[config.mk]
export PLATFORM = sky130hd
export DESIGN_NAME = sprite_frame_sequencer_flat
export DESIGN_NICKNAME = d
export VERILOG_FILES = /design/src/hdl/sfs_pkg.sv /design/src/hdl/sfs_if.sv /design/src/hdl/sfs_ctrl.sv /design/src/hdl/sfs_uv_unit.sv /design/src/hdl/sprite_frame_sequencer.sv /design/src/flat_wrapper.sv
export SDC_FILE = /design/constraint.sdc
export NUM_CORES = 1
export LEC_CHECK = 0
export BUFFER_PORTS_ARGS = -buffer_cell sky130_fd_sc_hd__buf_2
export CAP_MARGIN = 10
export CORE_MARGIN = 2
export CORE_UTILIZATION = 25
export DETAILED_ROUTE_END_ITERATION = 8
export PLACE_DENSITY = 0.48
export SETUP_SLACK_MARGIN = 0.05
export SYNTH_ARGS = -nofsm -noshare
export SYNTH_HDL_FRONTEND = slang
export SYNTH_SLANG_ARGS = --single-unit
[constraint.sdc]
create_clock -name clk_i -period 18.9 [get_ports clk_i]
set_input_delay 1.89 -clock clk_i [delete_from_list [all_inputs] [get_ports clk_i]]
set_output_delay 1.89 -clock clk_i [all_outputs]
set_load 0.02 [all_outputs]
[src/hdl/sfs_pkg.sv]
// ----------------------------------------------------------------------------
// sfs_pkg
// codes, widths and shared types of the sprite frame sequencer
// ----------------------------------------------------------------------------
package sfs_pkg;

  localparam int MODE_W      = 3;
  localparam int ELAPSED_W   = 16;
  localparam int COUNT_W     = 16;
  localparam int CFG_IDX_W   = 3;
  localparam int CFG_DATA_W  = 16;
  localparam int TEX_U_W     = 8;
  localparam int TEX_V_W     = 17;
  localparam int FRAME_OUT_W = 8;
  localparam int ACC_W       = 17;
  localparam int TILE_W      = 9;

  // input mode codes
  localparam logic [MODE_W-1:0] MODE_TICK      = 3'd0;
  localparam logic [MODE_W-1:0] MODE_ONCE      = 3'd1;
  localparam logic [MODE_W-1:0] MODE_ONCE_STOP = 3'd2;
  localparam logic [MODE_W-1:0] MODE_LOOP      = 3'd3;
  localparam logic [MODE_W-1:0] MODE_CYCLE     = 3'd4;
  localparam logic [MODE_W-1:0] MODE_STOP      = 3'd5;
  localparam logic [MODE_W-1:0] MODE_RESET     = 3'd6;
  // active mode when no animation runs
  localparam logic [MODE_W-1:0] MODE_STATIC    = 3'd0;

  // configuration register indexes
  localparam logic [CFG_IDX_W-1:0] REG_TOTAL_FRAMES = 3'd0;
  localparam logic [CFG_IDX_W-1:0] REG_BASE_FRAME   = 3'd1;
  localparam logic [CFG_IDX_W-1:0] REG_TILE_WIDTH   = 3'd2;
  localparam logic [CFG_IDX_W-1:0] REG_TILE_HEIGHT  = 3'd3;
  localparam logic [CFG_IDX_W-1:0] REG_FRAME_DELAY  = 3'd4;

  localparam logic [ACC_W-1:0] ACC_MAX = 17'h1FFFF;

  typedef struct packed {
    logic                   emit;
    logic                   running;
    logic [FRAME_OUT_W-1:0] frame_now;
  } sfs_status_t;

  typedef struct packed {
    logic [TILE_W-1:0] tile_width;
    logic [TILE_W-1:0] tile_height;
  } sfs_geom_t;

endpackage

[src/hdl/sfs_if.sv]
// ----------------------------------------------------------------------------
// sfs channel interfaces
// item, result and configuration channels with valid/ready handshake
// ----------------------------------------------------------------------------
interface sfs_item_if;
  logic                                 valid;
  logic                                 ready;
  logic [sfs_pkg::MODE_W-1:0]           mode;
  logic [sfs_pkg::ELAPSED_W-1:0]        elapsed;
  logic signed [sfs_pkg::COUNT_W-1:0]   loop_count;

  modport source (output valid, mode, elapsed, loop_count, input ready);
  modport sink   (input valid, mode, elapsed, loop_count, output ready);
endinterface

interface sfs_result_if;
  logic                               valid;
  logic                               ready;
  logic                               uv_written;
  logic [sfs_pkg::TEX_U_W-1:0]        tex_u;
  logic [sfs_pkg::TEX_V_W-1:0]        tex_v;
  logic [sfs_pkg::FRAME_OUT_W-1:0]    frame_now;
  logic                               running;

  modport source (output valid, uv_written, tex_u, tex_v, frame_now, running, input ready);
  modport sink   (input valid, uv_written, tex_u, tex_v, frame_now, running, output ready);
endinterface

interface sfs_cfg_if;
  logic                              valid;
  logic                              ready;
  logic [sfs_pkg::CFG_IDX_W-1:0]     index;
  logic [sfs_pkg::CFG_DATA_W-1:0]    data;

  modport source (output valid, index, data, input ready);
  modport sink   (input valid, index, data, output ready);
endinterface

[src/hdl/sfs_ctrl.sv]
// ----------------------------------------------------------------------------
// sfs_ctrl
// configuration registers and animation state update for one item
// ----------------------------------------------------------------------------
module sfs_ctrl #(
  parameter int FRAME_BITS = 8,
  parameter int IDX_W      = 9
) (
  input  logic                                clk_i,
  input  logic                                rst_ni,
  input  logic                                cfg_we_i,
  input  logic [sfs_pkg::CFG_IDX_W-1:0]       cfg_index_i,
  input  logic [sfs_pkg::CFG_DATA_W-1:0]      cfg_data_i,
  input  logic                                accept_i,
  input  logic [sfs_pkg::MODE_W-1:0]          mode_i,
  input  logic [sfs_pkg::ELAPSED_W-1:0]       elapsed_i,
  input  logic signed [sfs_pkg::COUNT_W-1:0]  loop_count_i,
  output sfs_pkg::sfs_status_t                status_o,
  output logic [IDX_W-1:0]                    emit_idx_o,
  output sfs_pkg::sfs_geom_t                  geom_o
);
  import sfs_pkg::*;

  localparam int LT_W = (FRAME_BITS + 1 > TILE_W) ? FRAME_BITS + 1 : TILE_W;
  localparam logic [LT_W-1:0] FRAMES_MAX = LT_W'(1 << FRAME_BITS);

  logic [8:0]              total_q;
  logic [7:0]              base_q;
  logic [TILE_W-1:0]       tw_q, th_q;
  logic [15:0]             delay_q;

  logic [MODE_W-1:0]       active_q, active_d;
  logic [FRAME_BITS-1:0]   fi_q, fi_d;
  logic                    back_q, back_d;
  logic signed [COUNT_W-1:0] loops_q, loops_d;
  logic [ACC_W-1:0]        acc_q, acc_d;

  logic [LT_W-1:0]         tf;
  logic [FRAME_BITS-1:0]   last;
  logic [ACC_W:0]          acc_sum;
  logic [ACC_W-1:0]        acc_sat;
  logic                    emit, emit_new;
  logic [FRAME_BITS-1:0]   fi_inc, fi_dec;
  logic signed [COUNT_W-1:0] loops_dec;
  logic                    loops_pos;
  logic [IDX_W-1:0]        fi_ext;

  // configuration registers
  always_ff @(posedge clk_i or negedge rst_ni) begin
    if (!rst_ni) begin
      total_q <= 9'd1;
      base_q  <= 8'd0;
      tw_q    <= 9'd16;
      th_q    <= 9'd16;
      delay_q <= 16'd0;
    end else if (cfg_we_i) begin
      case (cfg_index_i)
        REG_TOTAL_FRAMES: total_q <= cfg_data_i[8:0];
        REG_BASE_FRAME:   base_q  <= cfg_data_i[7:0];
        REG_TILE_WIDTH:   tw_q    <= cfg_data_i[8:0];
        REG_TILE_HEIGHT:  th_q    <= cfg_data_i[8:0];
        REG_FRAME_DELAY:  delay_q <= cfg_data_i;
        default: ;
      endcase
    end
  end

  // last frame index, zero frames acts as one, clamp to frame range
  always_comb begin
    tf = LT_W'(total_q);
    if (tf == '0) begin
      tf = LT_W'(1);
    end else if (tf > FRAMES_MAX) begin
      tf = FRAMES_MAX;
    end
    last = FRAME_BITS'(tf - LT_W'(1));
  end

  assign acc_sum   = {1'b0, acc_q} + (ACC_W + 1)'(elapsed_i);
  assign acc_sat   = acc_sum[ACC_W] ? ACC_MAX : acc_sum[ACC_W-1:0];
  assign fi_inc    = fi_q + FRAME_BITS'(1);
  assign fi_dec    = fi_q - FRAME_BITS'(1);
  assign loops_dec = loops_q - COUNT_W'(1);
  assign loops_pos = !loops_q[COUNT_W-1] && (loops_q != '0);

  always_comb begin
    logic [FRAME_BITS-1:0] step;
    active_d = active_q;
    fi_d     = fi_q;
    back_d   = back_q;
    loops_d  = loops_q;
    acc_d    = acc_q;
    emit     = 1'b0;
    emit_new = 1'b0;
    step     = back_q ? fi_dec : fi_inc;
    case (mode_i)
      MODE_TICK: begin
        if (active_q != MODE_STATIC) begin
          acc_d = acc_sat;
          if (acc_sat > ACC_W'(delay_q)) begin
            acc_d = '0;
            case (active_q)
              MODE_ONCE: begin
                emit     = 1'b1;
                emit_new = 1'b1;
                if (fi_q < last) begin
                  fi_d = fi_inc;
                end else begin
                  fi_d     = '0;
                  active_d = MODE_STATIC;
                end
              end
              MODE_ONCE_STOP: begin
                emit     = 1'b1;
                emit_new = 1'b1;
                if (fi_q < last) begin
                  fi_d = fi_inc;
                end else begin
                  active_d = MODE_STATIC;
                end
              end
              MODE_LOOP: begin
                emit = 1'b1;
                if (fi_q < last) begin
                  fi_d = fi_inc;
                end else begin
                  fi_d = '0;
                  // zero or negative count loops forever
                  if (loops_pos) begin
                    loops_d = loops_dec;
                    if (loops_dec == '0) active_d = MODE_STATIC;
                  end
                end
              end
              MODE_CYCLE: begin
                emit = 1'b1;
                if (last == '0) begin
                  fi_d = '0;
                end else begin
                  fi_d = step;
                  if (step == '0 || step == last) back_d = !back_q;
                end
              end
              default: ;
            endcase
          end
        end
      end
      MODE_ONCE, MODE_ONCE_STOP, MODE_CYCLE: begin
        active_d = mode_i;
      end
      MODE_LOOP: begin
        active_d = MODE_LOOP;
        loops_d  = loop_count_i;
      end
      MODE_STOP: begin
        active_d = MODE_STATIC;
      end
      MODE_RESET: begin
        active_d = MODE_STATIC;
        fi_d     = '0;
        emit     = 1'b1;
        emit_new = 1'b1;
        // saturated so the next started mode advances on its first tick
        acc_d    = ACC_MAX;
      end
      default: ;
    endcase
  end

  always_ff @(posedge clk_i or negedge rst_ni) begin
    if (!rst_ni) begin
      active_q <= MODE_STATIC;
      fi_q     <= '0;
      back_q   <= 1'b0;
      loops_q  <= '0;
      acc_q    <= '0;
    end else if (accept_i) begin
      active_q <= active_d;
      fi_q     <= fi_d;
      back_q   <= back_d;
      loops_q  <= loops_d;
      acc_q    <= acc_d;
    end
  end

  assign fi_ext             = IDX_W'(fi_d);
  assign status_o.emit      = emit;
  assign status_o.running   = (active_d != MODE_STATIC);
  assign status_o.frame_now = fi_ext[FRAME_OUT_W-1:0];
  assign emit_idx_o         = IDX_W'(emit_new ? fi_d : fi_q) + IDX_W'(base_q);
  assign geom_o.tile_width  = tw_q;
  assign geom_o.tile_height = th_q;

endmodule

[src/hdl/sfs_uv_unit.sv]
// ----------------------------------------------------------------------------
// sfs_uv_unit
// atlas coordinate unit: one shared multiplier stepped by a small sequencer
// ----------------------------------------------------------------------------
module sfs_uv_unit #(
  parameter int ATLAS_WIDTH = 256,
  parameter int IDX_W       = 9
) (
  input  logic                            clk_i,
  input  logic                            rst_ni,
  input  logic                            start_i,
  input  logic                            emit_i,
  input  logic [IDX_W-1:0]                idx_i,
  input  sfs_pkg::sfs_geom_t              geom_i,
  input  logic                            take_i,
  output logic                            idle_o,
  output logic                            done_o,
  output logic [sfs_pkg::TEX_U_W-1:0]     tex_u_o,
  output logic [sfs_pkg::TEX_V_W-1:0]     tex_v_o
);
  import sfs_pkg::*;

  localparam int PROD_W = IDX_W + TILE_W;
  // floor reciprocal: the estimated quotient is low by at most one
  localparam int RECIP  = (1 << PROD_W) / ATLAS_WIDTH;
  localparam logic [PROD_W-1:0] RECIP_C = PROD_W'(RECIP);
  localparam logic [PROD_W-1:0] ATLAS_C = PROD_W'(ATLAS_WIDTH);

  localparam logic [2:0] ST_IDLE  = 3'd0;
  localparam logic [2:0] ST_PROD  = 3'd1;
  localparam logic [2:0] ST_RECIP = 3'd2;
  localparam logic [2:0] ST_BACK  = 3'd3;
  localparam logic [2:0] ST_FIX   = 3'd4;
  localparam logic [2:0] ST_V     = 3'd5;
  localparam logic [2:0] ST_DONE  = 3'd6;

  logic [2:0]          state_q, state_d;
  logic [PROD_W-1:0]   p_q, q_q, r_q;
  logic [TEX_V_W-1:0]  v_q;
  logic [PROD_W-1:0]   mul_a, mul_b;
  logic [2*PROD_W-1:0] mul_p;

  // shared multiplier operand selection
  always_comb begin
    mul_a = '0;
    mul_b = '0;
    case (state_q)
      ST_PROD: begin
        mul_a = p_q;
        mul_b = PROD_W'(geom_i.tile_width);
      end
      ST_RECIP: begin
        mul_a = p_q;
        mul_b = RECIP_C;
      end
      ST_BACK: begin
        mul_a = q_q;
        mul_b = ATLAS_C;
      end
      ST_V: begin
        mul_a = q_q;
        mul_b = PROD_W'(geom_i.tile_height);
      end
      default: ;
    endcase
  end

  assign mul_p = mul_a * mul_b;

  always_comb begin
    state_d = state_q;
    case (state_q)
      ST_IDLE:  if (start_i) state_d = emit_i ? ST_PROD : ST_DONE;
      ST_PROD:  state_d = ST_RECIP;
      ST_RECIP: state_d = ST_BACK;
      ST_BACK:  state_d = ST_FIX;
      ST_FIX:   state_d = ST_V;
      ST_V:     state_d = ST_DONE;
      ST_DONE:  if (take_i) state_d = ST_IDLE;
      default:  state_d = ST_IDLE;
    endcase
  end

  always_ff @(posedge clk_i or negedge rst_ni) begin
    if (!rst_ni) begin
      state_q <= ST_IDLE;
    end else begin
      state_q <= state_d;
    end
  end

  always_ff @(posedge clk_i) begin
    case (state_q)
      ST_IDLE:  if (start_i) p_q <= PROD_W'(idx_i);
      ST_PROD:  p_q <= mul_p[PROD_W-1:0];
      ST_RECIP: q_q <= mul_p[2*PROD_W-1:PROD_W];
      ST_BACK:  r_q <= p_q - mul_p[PROD_W-1:0];
      ST_FIX: begin
        if (r_q >= ATLAS_C) begin
          r_q <= r_q - ATLAS_C;
          q_q <= q_q + PROD_W'(1);
        end
      end
      ST_V:     v_q <= mul_p[TEX_V_W-1:0];
      default: ;
    endcase
  end

  assign idle_o  = (state_q == ST_IDLE);
  assign done_o  = (state_q == ST_DONE);
  assign tex_u_o = r_q[TEX_U_W-1:0];
  assign tex_v_o = v_q;

endmodule

[src/hdl/sprite_frame_sequencer.sv]
// ----------------------------------------------------------------------------
// sprite_frame_sequencer
// sprite animation frame sequencer with atlas coordinate output
// ----------------------------------------------------------------------------
// Each item is a tick or a command and gives exactly one result beat. The
// animation state is updated in the cycle the item is taken; atlas coordinates
// are then worked out on one shared multiplier in four passes (index times tile
// width, reciprocal quotient estimate, back-multiply for the remainder, quotient
// times tile height) plus one correction step. An item that writes coordinates
// steps through the product, reciprocal, back-multiply, correction and tile
// height states before its result is loaded; an item without coordinates goes
// straight to the done state. The input is not ready while the unit works, and a
// result that waits in the output register holds the unit until it is taken.
// Configuration writes are always taken.
module sprite_frame_sequencer #(
  parameter int ATLAS_WIDTH = 256,
  parameter int FRAME_BITS  = 8
) (
  input  logic                clk_i,
  input  logic                rst_ni,
  sfs_cfg_if.sink             cfg_i,
  sfs_item_if.sink            item_i,
  sfs_result_if.source        result_o
);
  import sfs_pkg::*;

  localparam int IDX_W = ((FRAME_BITS > 8) ? FRAME_BITS : 8) + 1;

  logic               accept;
  logic               uv_idle, uv_done, load;
  sfs_status_t        status, pend_q;
  sfs_geom_t          geom;
  logic [IDX_W-1:0]   emit_idx;
  logic [TEX_U_W-1:0] uv_u;
  logic [TEX_V_W-1:0] uv_v;

  logic               out_valid_q;
  logic               out_uvw_q, out_run_q;
  logic [TEX_U_W-1:0] out_u_q;
  logic [TEX_V_W-1:0] out_v_q;
  logic [FRAME_OUT_W-1:0] out_frame_q;

  assign cfg_i.ready  = 1'b1;
  assign item_i.ready = uv_idle;
  assign accept       = item_i.valid && uv_idle;

  sfs_ctrl #(
    .FRAME_BITS (FRAME_BITS),
    .IDX_W      (IDX_W)
  ) u_ctrl (
    .clk_i        (clk_i),
    .rst_ni       (rst_ni),
    .cfg_we_i     (cfg_i.valid),
    .cfg_index_i  (cfg_i.index),
    .cfg_data_i   (cfg_i.data),
    .accept_i     (accept),
    .mode_i       (item_i.mode),
    .elapsed_i    (item_i.elapsed),
    .loop_count_i (item_i.loop_count),
    .status_o     (status),
    .emit_idx_o   (emit_idx),
    .geom_o       (geom)
  );

  sfs_uv_unit #(
    .ATLAS_WIDTH (ATLAS_WIDTH),
    .IDX_W       (IDX_W)
  ) u_uv (
    .clk_i   (clk_i),
    .rst_ni  (rst_ni),
    .start_i (accept),
    .emit_i  (status.emit),
    .idx_i   (emit_idx),
    .geom_i  (geom),
    .take_i  (load),
    .idle_o  (uv_idle),
    .done_o  (uv_done),
    .tex_u_o (uv_u),
    .tex_v_o (uv_v)
  );

  // status of the item in flight
  always_ff @(posedge clk_i) begin
    if (accept) pend_q <= status;
  end

  assign load = uv_done && (!out_valid_q || result_o.ready);

  always_ff @(posedge clk_i or negedge rst_ni) begin
    if (!rst_ni) begin
      out_valid_q <= 1'b0;
    end else if (load) begin
      out_valid_q <= 1'b1;
    end else if (result_o.ready) begin
      out_valid_q <= 1'b0;
    end
  end

  always_ff @(posedge clk_i) begin
    if (load) begin
      out_uvw_q   <= pend_q.emit;
      out_u_q     <= pend_q.emit ? uv_u : '0;
      out_v_q     <= pend_q.emit ? uv_v : '0;
      out_frame_q <= pend_q.frame_now;
      out_run_q   <= pend_q.running;
    end
  end

  assign result_o.valid      = out_valid_q;
  assign result_o.uv_written = out_uvw_q;
  assign result_o.tex_u      = out_u_q;
  assign result_o.tex_v      = out_v_q;
  assign result_o.frame_now  = out_frame_q;
  assign result_o.running    = out_run_q;

endmodule

[src/flat_wrapper.sv]
// flat-port wrapper written by rule: the top's interface ports become plain ports
module sprite_frame_sequencer_flat import sfs_pkg::*;
#(
  parameter int ATLAS_WIDTH = 256,
  parameter int FRAME_BITS  = 8
)
  (clk_i, rst_ni, cfg_i_valid, cfg_i_index, cfg_i_data, cfg_i_ready, item_i_valid, item_i_mode, item_i_elapsed, item_i_loop_count, item_i_ready, result_o_valid, result_o_uv_written, result_o_tex_u, result_o_tex_v, result_o_frame_now, result_o_running, result_o_ready);
  sfs_cfg_if cfg_i_i ();
  sfs_item_if item_i_i ();
  sfs_result_if result_o_i ();
  input  logic clk_i;
  input  logic rst_ni;
  input wire logic [$bits(cfg_i_i.valid)-1:0] cfg_i_valid;
  input wire logic [$bits(cfg_i_i.index)-1:0] cfg_i_index;
  input wire logic [$bits(cfg_i_i.data)-1:0] cfg_i_data;
  output wire logic [$bits(cfg_i_i.ready)-1:0] cfg_i_ready;
  input wire logic [$bits(item_i_i.valid)-1:0] item_i_valid;
  input wire logic [$bits(item_i_i.mode)-1:0] item_i_mode;
  input wire logic [$bits(item_i_i.elapsed)-1:0] item_i_elapsed;
  input wire logic [$bits(item_i_i.loop_count)-1:0] item_i_loop_count;
  output wire logic [$bits(item_i_i.ready)-1:0] item_i_ready;
  output wire logic [$bits(result_o_i.valid)-1:0] result_o_valid;
  output wire logic [$bits(result_o_i.uv_written)-1:0] result_o_uv_written;
  output wire logic [$bits(result_o_i.tex_u)-1:0] result_o_tex_u;
  output wire logic [$bits(result_o_i.tex_v)-1:0] result_o_tex_v;
  output wire logic [$bits(result_o_i.frame_now)-1:0] result_o_frame_now;
  output wire logic [$bits(result_o_i.running)-1:0] result_o_running;
  input wire logic [$bits(result_o_i.ready)-1:0] result_o_ready;
  assign cfg_i_i.valid = cfg_i_valid;
  assign cfg_i_i.index = cfg_i_index;
  assign cfg_i_i.data = cfg_i_data;
  assign cfg_i_ready = cfg_i_i.ready;
  assign item_i_i.valid = item_i_valid;
  assign item_i_i.mode = item_i_mode;
  assign item_i_i.elapsed = item_i_elapsed;
  assign item_i_i.loop_count = item_i_loop_count;
  assign item_i_ready = item_i_i.ready;
  assign result_o_valid = result_o_i.valid;
  assign result_o_uv_written = result_o_i.uv_written;
  assign result_o_tex_u = result_o_i.tex_u;
  assign result_o_tex_v = result_o_i.tex_v;
  assign result_o_frame_now = result_o_i.frame_now;
  assign result_o_running = result_o_i.running;
  assign result_o_i.ready = result_o_ready;
  sprite_frame_sequencer #(.ATLAS_WIDTH(ATLAS_WIDTH), .FRAME_BITS(FRAME_BITS)) u_core (.clk_i(clk_i), .rst_ni(rst_ni), .cfg_i(cfg_i_i), .item_i(item_i_i), .result_o(result_o_i));
endmodule
==> metrics.md, run 1 <==
| Metric | Value |
|---|---|
| Tightest Pin Transition | `approximately 1200 ps` |
| Setup TNS | `0 ps` |
| Outcome | `finished, final reports clean` |
| Pwr Density | `approximately 170 mW/mm2` |
| Slew headroom | `between 20% and 30%` |
| YS warnings | `0` |
| # hold bufs at CTS | `0` |
| Met2 Resource Use GR | `a little under a quarter` |
| Final setup fails | `0` |
| Post-synthesis sequential area ratio | `between 30% and 40%` |
| Wire per inst | `18.6 um` |
| GPL Wtd Cong | `~0.9` |
| Met3 Use GR | `2.19%` |
| Initial antenna violation count | `3` |
| Comb power frac | `between 50% and 60%` |
| Met1 Use GR | `20.2%` |
| Min Tclk post-route | `8790 ps` |
| Die Wd | `about 280 um` |
| Final instance area | `approximately 0.021 mm2` |
| Site Rows | `around 100` |
| RSZ-0062 raised after global routing | `false` |
| FILL cells | `7999` |
| Ys flop type | `edfxtp_1` |
| Post-placement cell area | `a little over 0.02 mm2` |
| Peak supply drop | `~70 uV` |
| I/O Buffers | `95` |
| Layout area overhead | `12.7%` |
| Num CTS Buffers | `26` |
| Total die area | `roughly 0.078 mm2` |
| Final Util | `between 20% and 30%` |
| Clk sink count | `about 220` |
| PostCTS Resize Cnt | `0` |
| Htree depth | `1` |
| Seq pwr share | `a little over a quarter` |
| Syn Area/Cell | `a little over 9 um2` |
| Tcrit/Tclk final | `between 40% and 50%` |
| Switching part of the total power | `approximately 49%` |
| Share of cells above drive strength 1 | `between 10% and 20%` |
| Via density | `approximately 5` |
| Reg clk slew, reported paths | `60 ps` |
| Crit end category | `flop` |
| Die Ht | `~280 um` |
| Via count | `15200` |
| Total GRT Usage | `14.6%` |
| Final hold slack | `between 400 and 500 ps` |
| Sw Pwr | `~1.7 mW` |
| Distinct cells, synth | `87` |
| Antenna fix cells | `0` |
| First-pass GRT wire length | `~89000 um` |
| GRT busiest layer | `met2` |
| CP Max Fanout | `36` |
| Synth Cell Area | `0.0191 mm2` |
| Setup Fix Bufs, Post-CTS | `0` |
| Fin. max-slew vios | `0` |
| Synth Register Bits | `216` |
| Fin nets | `around 2500` |
| Residual DRC | `0` |
| HPWL after DPL | `about 45000 um` |
| Vias in the first global route | `between 15000 and 20000` |
| Root buf cell | `clkbuf_16` |
| Initial Util | `25.2%` |
| Kind of critical path | `reg2reg` |
| Drt first pass iters | `8` |
| Arr. time, crit path | `~9000 ps` |
| Post-synth ARST share | `roughly 46%` |
| Syn_nets | `2396` |
| Cells after synthesis | `2054` |
| Lkg Pwr | `roughly 9.2 nW` |
| Hold Crit Class | `reg2reg` |
| Clock Power Share | `between 10% and 20%` |
| DRT iter0 DRCs | `approximately 810` |
| Skew-Pair Late Insertion Delay | `around 570 ps` |
| Cell-internal power | `approximately 1.8 mW` |
| Core area | `approximately 0.076 mm2` |
| Startpoint class of the critical path | `flop` |
| EDFF count, synth | `116` |
| TritonCTS clock tree | `yes` |
| Top Ports | `97` |
| Clk buf depth | `3` |
| Detail Route Antenna Nets | `0` |
| Fin. Hold Viols | `0` |
| Clk_skew | `13.1 ps` |
| Overflow after GRT | `0` |
| WL final | `about 58000 um` |
| CP required | `between 15000 and 20000 ps` |
| Largest net degree at the start of global routing | `57` |
| Fmax | `0.114 GHz` |
| Max cap viols | `0` |
-- sequential cells by signal, indices dropped and copies added, names as in the netlist, 3 cells and up --
register,count
u_core.u_uv.p_q,18
u_core.u_ctrl.total_q,9
u_core.u_ctrl.base_q,8
u_core.pend_q,10
u_core.u_ctrl.acc_q,17
u_core.u_ctrl.th_q,9
u_core.u_ctrl.delay_q,16
u_core.u_uv.tex_v_o,17
u_core.u_uv.r_q,18
u_core.u_ctrl.fi_q,8
u_core.u_ctrl.loops_q,16
u_core.u_ctrl.active_q,3
u_core.result_o.frame_now,8
u_core.result_o.tex_u,8
u_core.u_uv.q_q,18
u_core.u_ctrl.tw_q,9
u_core.u_uv.state_q,3
u_core.result_o.tex_v,17
-- power groups by stage --
stage	Sequential, mW	Combinational (mW)	Clock (mW)
floorplan	0.854	1.55	0
global placement	0.928	2.09	0
detailed placement	0.932	2.11	0
CTS	0.924	2.13	0.532
global route	0.947	2.37	0.548
finish	0.927	2.12	0.518
-- Yosys cell counts (all sizes together), types with 11 or more instances --
master / instances / area share, %
nand3: 35 / 0.92
dfrtp: 97 / 13
mux2: 36 / 2.1
and3: 11 / 0.36
a21o: 24 / 0.95
nor3: 30 / 0.81
and2: 37 / 1.2
fa: 129 / 14
ha: 154 / 10
xnor2: 54 / 2.5
a22o: 32 / 1.5
nor2: 210 / 4.1
clkbuf: 80 / 1.6
nand2: 229 / 4.5
a22oi: 29 / 1.1
o21a: 17 / 0.67
o31ai: 11 / 0.43
inv: 225 / 4.4
o21ai: 106 / 2.8
o211ai: 11 / 0.43
xor2: 43 / 2.0
nor2b: 13 / 0.43
nand2b: 19 / 0.62
nor4: 18 / 0.59
edfxtp: 116 / 18
a21oi: 96 / 2.5
-- kinds of logic (layout without fill, tap and decap cells) --
kind of cell / after synthesis / after routing / share of synthesized area (%)
compound gates: 431 / 431 / 15.1
xor+xnor: 99 / 99 / 4.74
fa+ha+maj: 284 / 284 / 23.7
buf+inv: 311 / 389 / 6.16
flops: 216 / 216 / 31.4
mux: 45 / 45 / 2.60
other cells: 1 / 1 / 0.0197
simple gates: 667 / 667 / 16.3
-- per-stage QoR --
stage	total power [mW]	instances	worst slack (ps)
floorplan	2.40	2054	11230
global placement	3.02	3062	10290
detailed placement	3.04	3062	10050
CTS	3.58	3110	10210
global route	3.87	3110	9700
finish	3.56	3110	10110
-- cells in the final DEF, fill, tap and decap left out, types with 11 or more instances in the layout --
| cell type | n |
|---|---|
| a21o_1 | 24 |
| a22oi_1 | 29 |
| nor4_1 | 18 |
| dfrtp_1 | 97 |
| xor2_1 | 42 |
| and2_1 | 37 |
| a22o_1 | 32 |
| inv_1 | 225 |
| o31ai_1 | 11 |
| fa_1 | 129 |
| o21ai_0 | 105 |
| buf_2 | 94 |
| mux2_2 | 36 |
| nand3_1 | 35 |
| nand2b_1 | 19 |
| clkbuf_16 | 27 |
| edfxtp_1 | 116 |
| xnor2_1 | 54 |
| a21oi_1 | 95 |
| nor2b_1 | 13 |
| nor3_1 | 28 |
| buf_4 | 21 |
| nand2_1 | 229 |
| ha_1 | 154 |
| o21a_1 | 17 |
| nor2_1 | 210 |
| o211ai_1 | 11 |
-- cell type report --
cell class	count	area, um2	share of cell area, %
Clock inverter	18	174	0.810
Multi-Input combinational cell	1527	11900	55.5
Sequential cell	216	5990	27.9
Timing Repair Buffer	115	628	2.92
Clock buffer	30	687	3.20
Tap cell	978	1220	5.70
Inverter	226	848	3.95
-- worst paths after layout --
kind                                             start                           end  slack (ps)  cells past startpoint
worst max-delay path            u_core.u_uv.state_q[0]           u_core.u_uv.r_q[16]       10110                     27
worst min-delay path                  u_core.pend_q[6]  u_core.result_o.frame_now[6]         420                      0
worst max register to register  u_core.u_uv.state_q[0]           u_core.u_uv.r_q[16]       10110                     27
worst min register to register        u_core.pend_q[6]  u_core.result_o.frame_now[6]         420                      0
max in group asynchronous                       rst_ni     u_core.u_ctrl.delay_q[10]       16300                      2
min in group asynchronous                       rst_ni      u_core.u_ctrl.loops_q[9]        1360                      1
-- metal layers --
layer / vias up / share of wire, %
met2: 358 / 46
met1: 7524 / 47
met5: - / 0.060
met3: 77 / 4.8
met4: 6 / 2.2
li1: 7222 / -
-- worst max-delay path, cell delays in order (launching register included) --
cell	delay, ps
dfrtp_1	470
nor2b_1	200
nand2b_1	80
buf_4	270
nand2_1	660
a22oi_1	840
nor2_1	150
fa_1	460
ha_1	230
fa_1	540
inv_1	50
fa_1	480
fa_1	550
inv_1	40
ha_1	350
o21a_1	220
a21o_1	170
a21oi_1	160
xor2_1	360
ha_1	360
a211o_1	340
or3_1	350
o211ai_1	150
o21a_1	240
o21ai_0	110
maj3_1	390
xnor2_1	160
a21oi_1	80
(Power assumes the default switching activity.)
==> inputs of run 2 (changes only) <==
--- a/config.mk
+++ b/config.mk
@@ -10,7 +10,7 @@
 export CORE_MARGIN = 2
 export CORE_UTILIZATION = 25
 export DETAILED_ROUTE_END_ITERATION = 8
-export PLACE_DENSITY = 0.48
+export PLACE_DENSITY = 0.5
 export SETUP_SLACK_MARGIN = 0.05
 export SYNTH_ARGS = -nofsm -noshare
 export SYNTH_HDL_FRONTEND = slang
==> constraint.sdc (replaced) <==
create_clock -name clk_i -period 7.5 [get_ports clk_i]
set_input_delay 0.75 -clock clk_i [delete_from_list [all_inputs] [get_ports clk_i]]
set_output_delay 0.75 -clock clk_i [all_outputs]
set_load 0.02 [all_outputs]
==> metrics.md, run 2 (synthesized netlist as in run 1, its figures left out) <==
| Metric | Value |
|---|---|
| Max cap viols | `0` |
| Tightest Pin Transition | `between 1000 and 1500 ps` |
| Layout Cells excl Fill | `between 3000 and 4000` |
| Final hold slack | `roughly 150 ps` |
| Drt first pass iters | `6` |
| Slew headroom | `between 20 and 30%` |
| Lkg Pwr | `about 9.6 nW` |
| Pwr Density | `~430 mW/mm2` |
| Final Util | `between 20% and 30%` |
| Core area | `approximately 0.076 mm2` |
| DRT iter0 DRCs | `961` |
| Share of cells above drive strength 1 | `~15%` |
| Tcrit/Tclk final | `~96%` |
| Kind of critical path | `reg2reg` |
| Min Tclk post-route | `about 7000 ps` |
| FILL cells | `a little under 8000` |
| Skew-Pair Late Insertion Delay | `580 ps` |
| Top Registers | `u_core.u_uv.p_q x18, u_core.u_uv.q_q x18, u_core.u_uv.r_q x18` |
| Via density | `4.84` |
| RSZ-0062 raised after global routing | `true` |
| Fin nets | `~2500` |
| Site Rows | `about 100` |
| Sum of buffers and inverters on the critical path | `5` |
| Cells after DPL | `a little over 3000` |
| Largest net degree at the start of global routing | `61` |
| CP required | `roughly 8000 ps` |
| CP delay by family, top | `adder cells` |
| Setup TNS | `0 ps` |
| HPWL after DPL | `roughly 45000 um` |
| Slowest cell on crit path | `fa_1` |
| Peak supply drop | `roughly 210 uV` |
| Startpoint class of the critical path | `flop` |
| Num CTS Buffers | `26` |
| Top Ports | `97` |
| Total die area | `roughly 0.078 mm2` |
| Critical path's most frequent cell | `fa_1` |
| # hold bufs at CTS | `0` |
| Vias in the first global route | `~15000` |
| Fin. Hold Viols | `0` |
| Total GRT Usage | `14.4%` |
| Arr. time, crit path | `7490 ps` |
| Detail Route Antenna Nets | `0` |
| Pwr Total | `between 9 and 10 mW` |
| Critical Path Max Stage Delay | `540 ps` |
| Clk buf depth | `3` |
| Clk sink count | `around 220` |
| Wire per inst | `roughly 18 um` |
| CP Max Fanout | `9` |
| Initial antenna violation count | `3` |
| Die Wd | `approximately 280 um` |
| Fmax | `between 0.1 and 0.15 GHz` |
| Die Ht | `280 um` |
| TritonCTS clock tree | `yes` |
| Htree depth | `1` |
| Most frequent cells in the layout | `nand2_1 (227), inv_1 (224), nor2_1 (210)` |
| Outcome | `finished, final reports clean` |
| Layout area overhead | `16.7%` |
| Crit end category | `flop` |
| Initial Util | `25.2%` |
| Clk_skew | `23.6 ps` |
| I/O Buffers | `95` |
| Overflow after GRT | `0` |
| Sequential Area | `0.00599 mm2` |
| Reg clk slew, reported paths | `60 ps` |
| GPL Wtd Cong | `between 0.9 and 1` |
| Residual DRC | `0` |
| Fin. max-slew vios | `0` |
| Most common cell after layout, fill and taps aside | `nand2_1` |
| Multi-input gate area | `roughly 0.012 mm2` |
| First-pass GRT wire length | `89200 um` |
| Via count | `around 15000` |
| Hold Crit Class | `in2async` |
| Root buf cell | `clkbuf_16` |
| WL final | `about 57000 um` |
| Final setup fails | `0` |
[run 2: cell count changes in the layout (fill, tap and decap cells not counted), sizes merged]
cell | previous run | this run
buf | 115 | 173
bufinv | 3 | 2
clkbuf | 30 | 36
clkinv | 12 | 7
diode | 0 | 1
inv | 227 | 228
[run 2: final timing paths]
kind                                   startpoint                           end  slack, ps  depth (start not counted)
setup / recovery           u_core.u_uv.state_q[0]           u_core.u_uv.r_q[16]        310                         30
hold / removal                             rst_ni     u_core.u_ctrl.loops_q[12]        150                          1
setup reg to reg           u_core.u_uv.state_q[0]           u_core.u_uv.r_q[16]        310                         30
hold reg to reg                  u_core.pend_q[4]  u_core.result_o.frame_now[4]        420                          0
max in group asynchronous                  rst_ni      u_core.u_ctrl.delay_q[9]       6050                          2
min in group clk_i                 cfg_i_data[12]     u_core.u_ctrl.delay_q[12]        360                          3
[run 2: repair_timing]
| item | 4_1_cts | 5_1_grt |
|---|---|---|
| endpoints found under the setup margin | 2 | 8 |
| setup buffers | 1 | 10 |
| cloned | 0 | 2 |
| resized for setup | 6 | 37 |
| pin swaps | 1 | 11 |
[run 2: metrics by stage]
step	setup slack, ps	instance area, um2
after detailed placement	-5.32	21000
after floorplan	114	19100
final	309	22200
after global placement	87.3	21000
after CTS	67.1	22000
after global routing	-35.7	22200
[run 2: report_power, final]
group | switching [mW] | internal (mW) | total (mW) | leakage [nW]
clock | 0.565 | 0.804 | 1.37 | 0.448
sequential | 0.467 | 1.87 | 2.34 | 2.29
combinational | 3.50 | 2.36 | 5.86 | 6.85
[run 2: final cells by class]
| cell class | instances | area share, % |
|---|---|---|
| repair buffers | 176 | 5.22 |
| inverters | 226 | 3.81 |
| flip-flops and latches | 216 | 26.9 |
| clock inverters | 13 | 0.697 |
| well taps | 978 | 5.50 |
| multi-input cells | 1527 | 54.4 |
| diodes | 1 | 0.0112 |
| clock buffers | 33 | 3.47 |
[run 2: layer usage]
metal	GRT usage [%]	wire, um	vias to the layer above
met1	20.2	27000	7486
met4	3.41	1490	4
li1	-	-	7355
met2	23.5	26200	407
met5	0	27	-
met3	1.94	2760	91
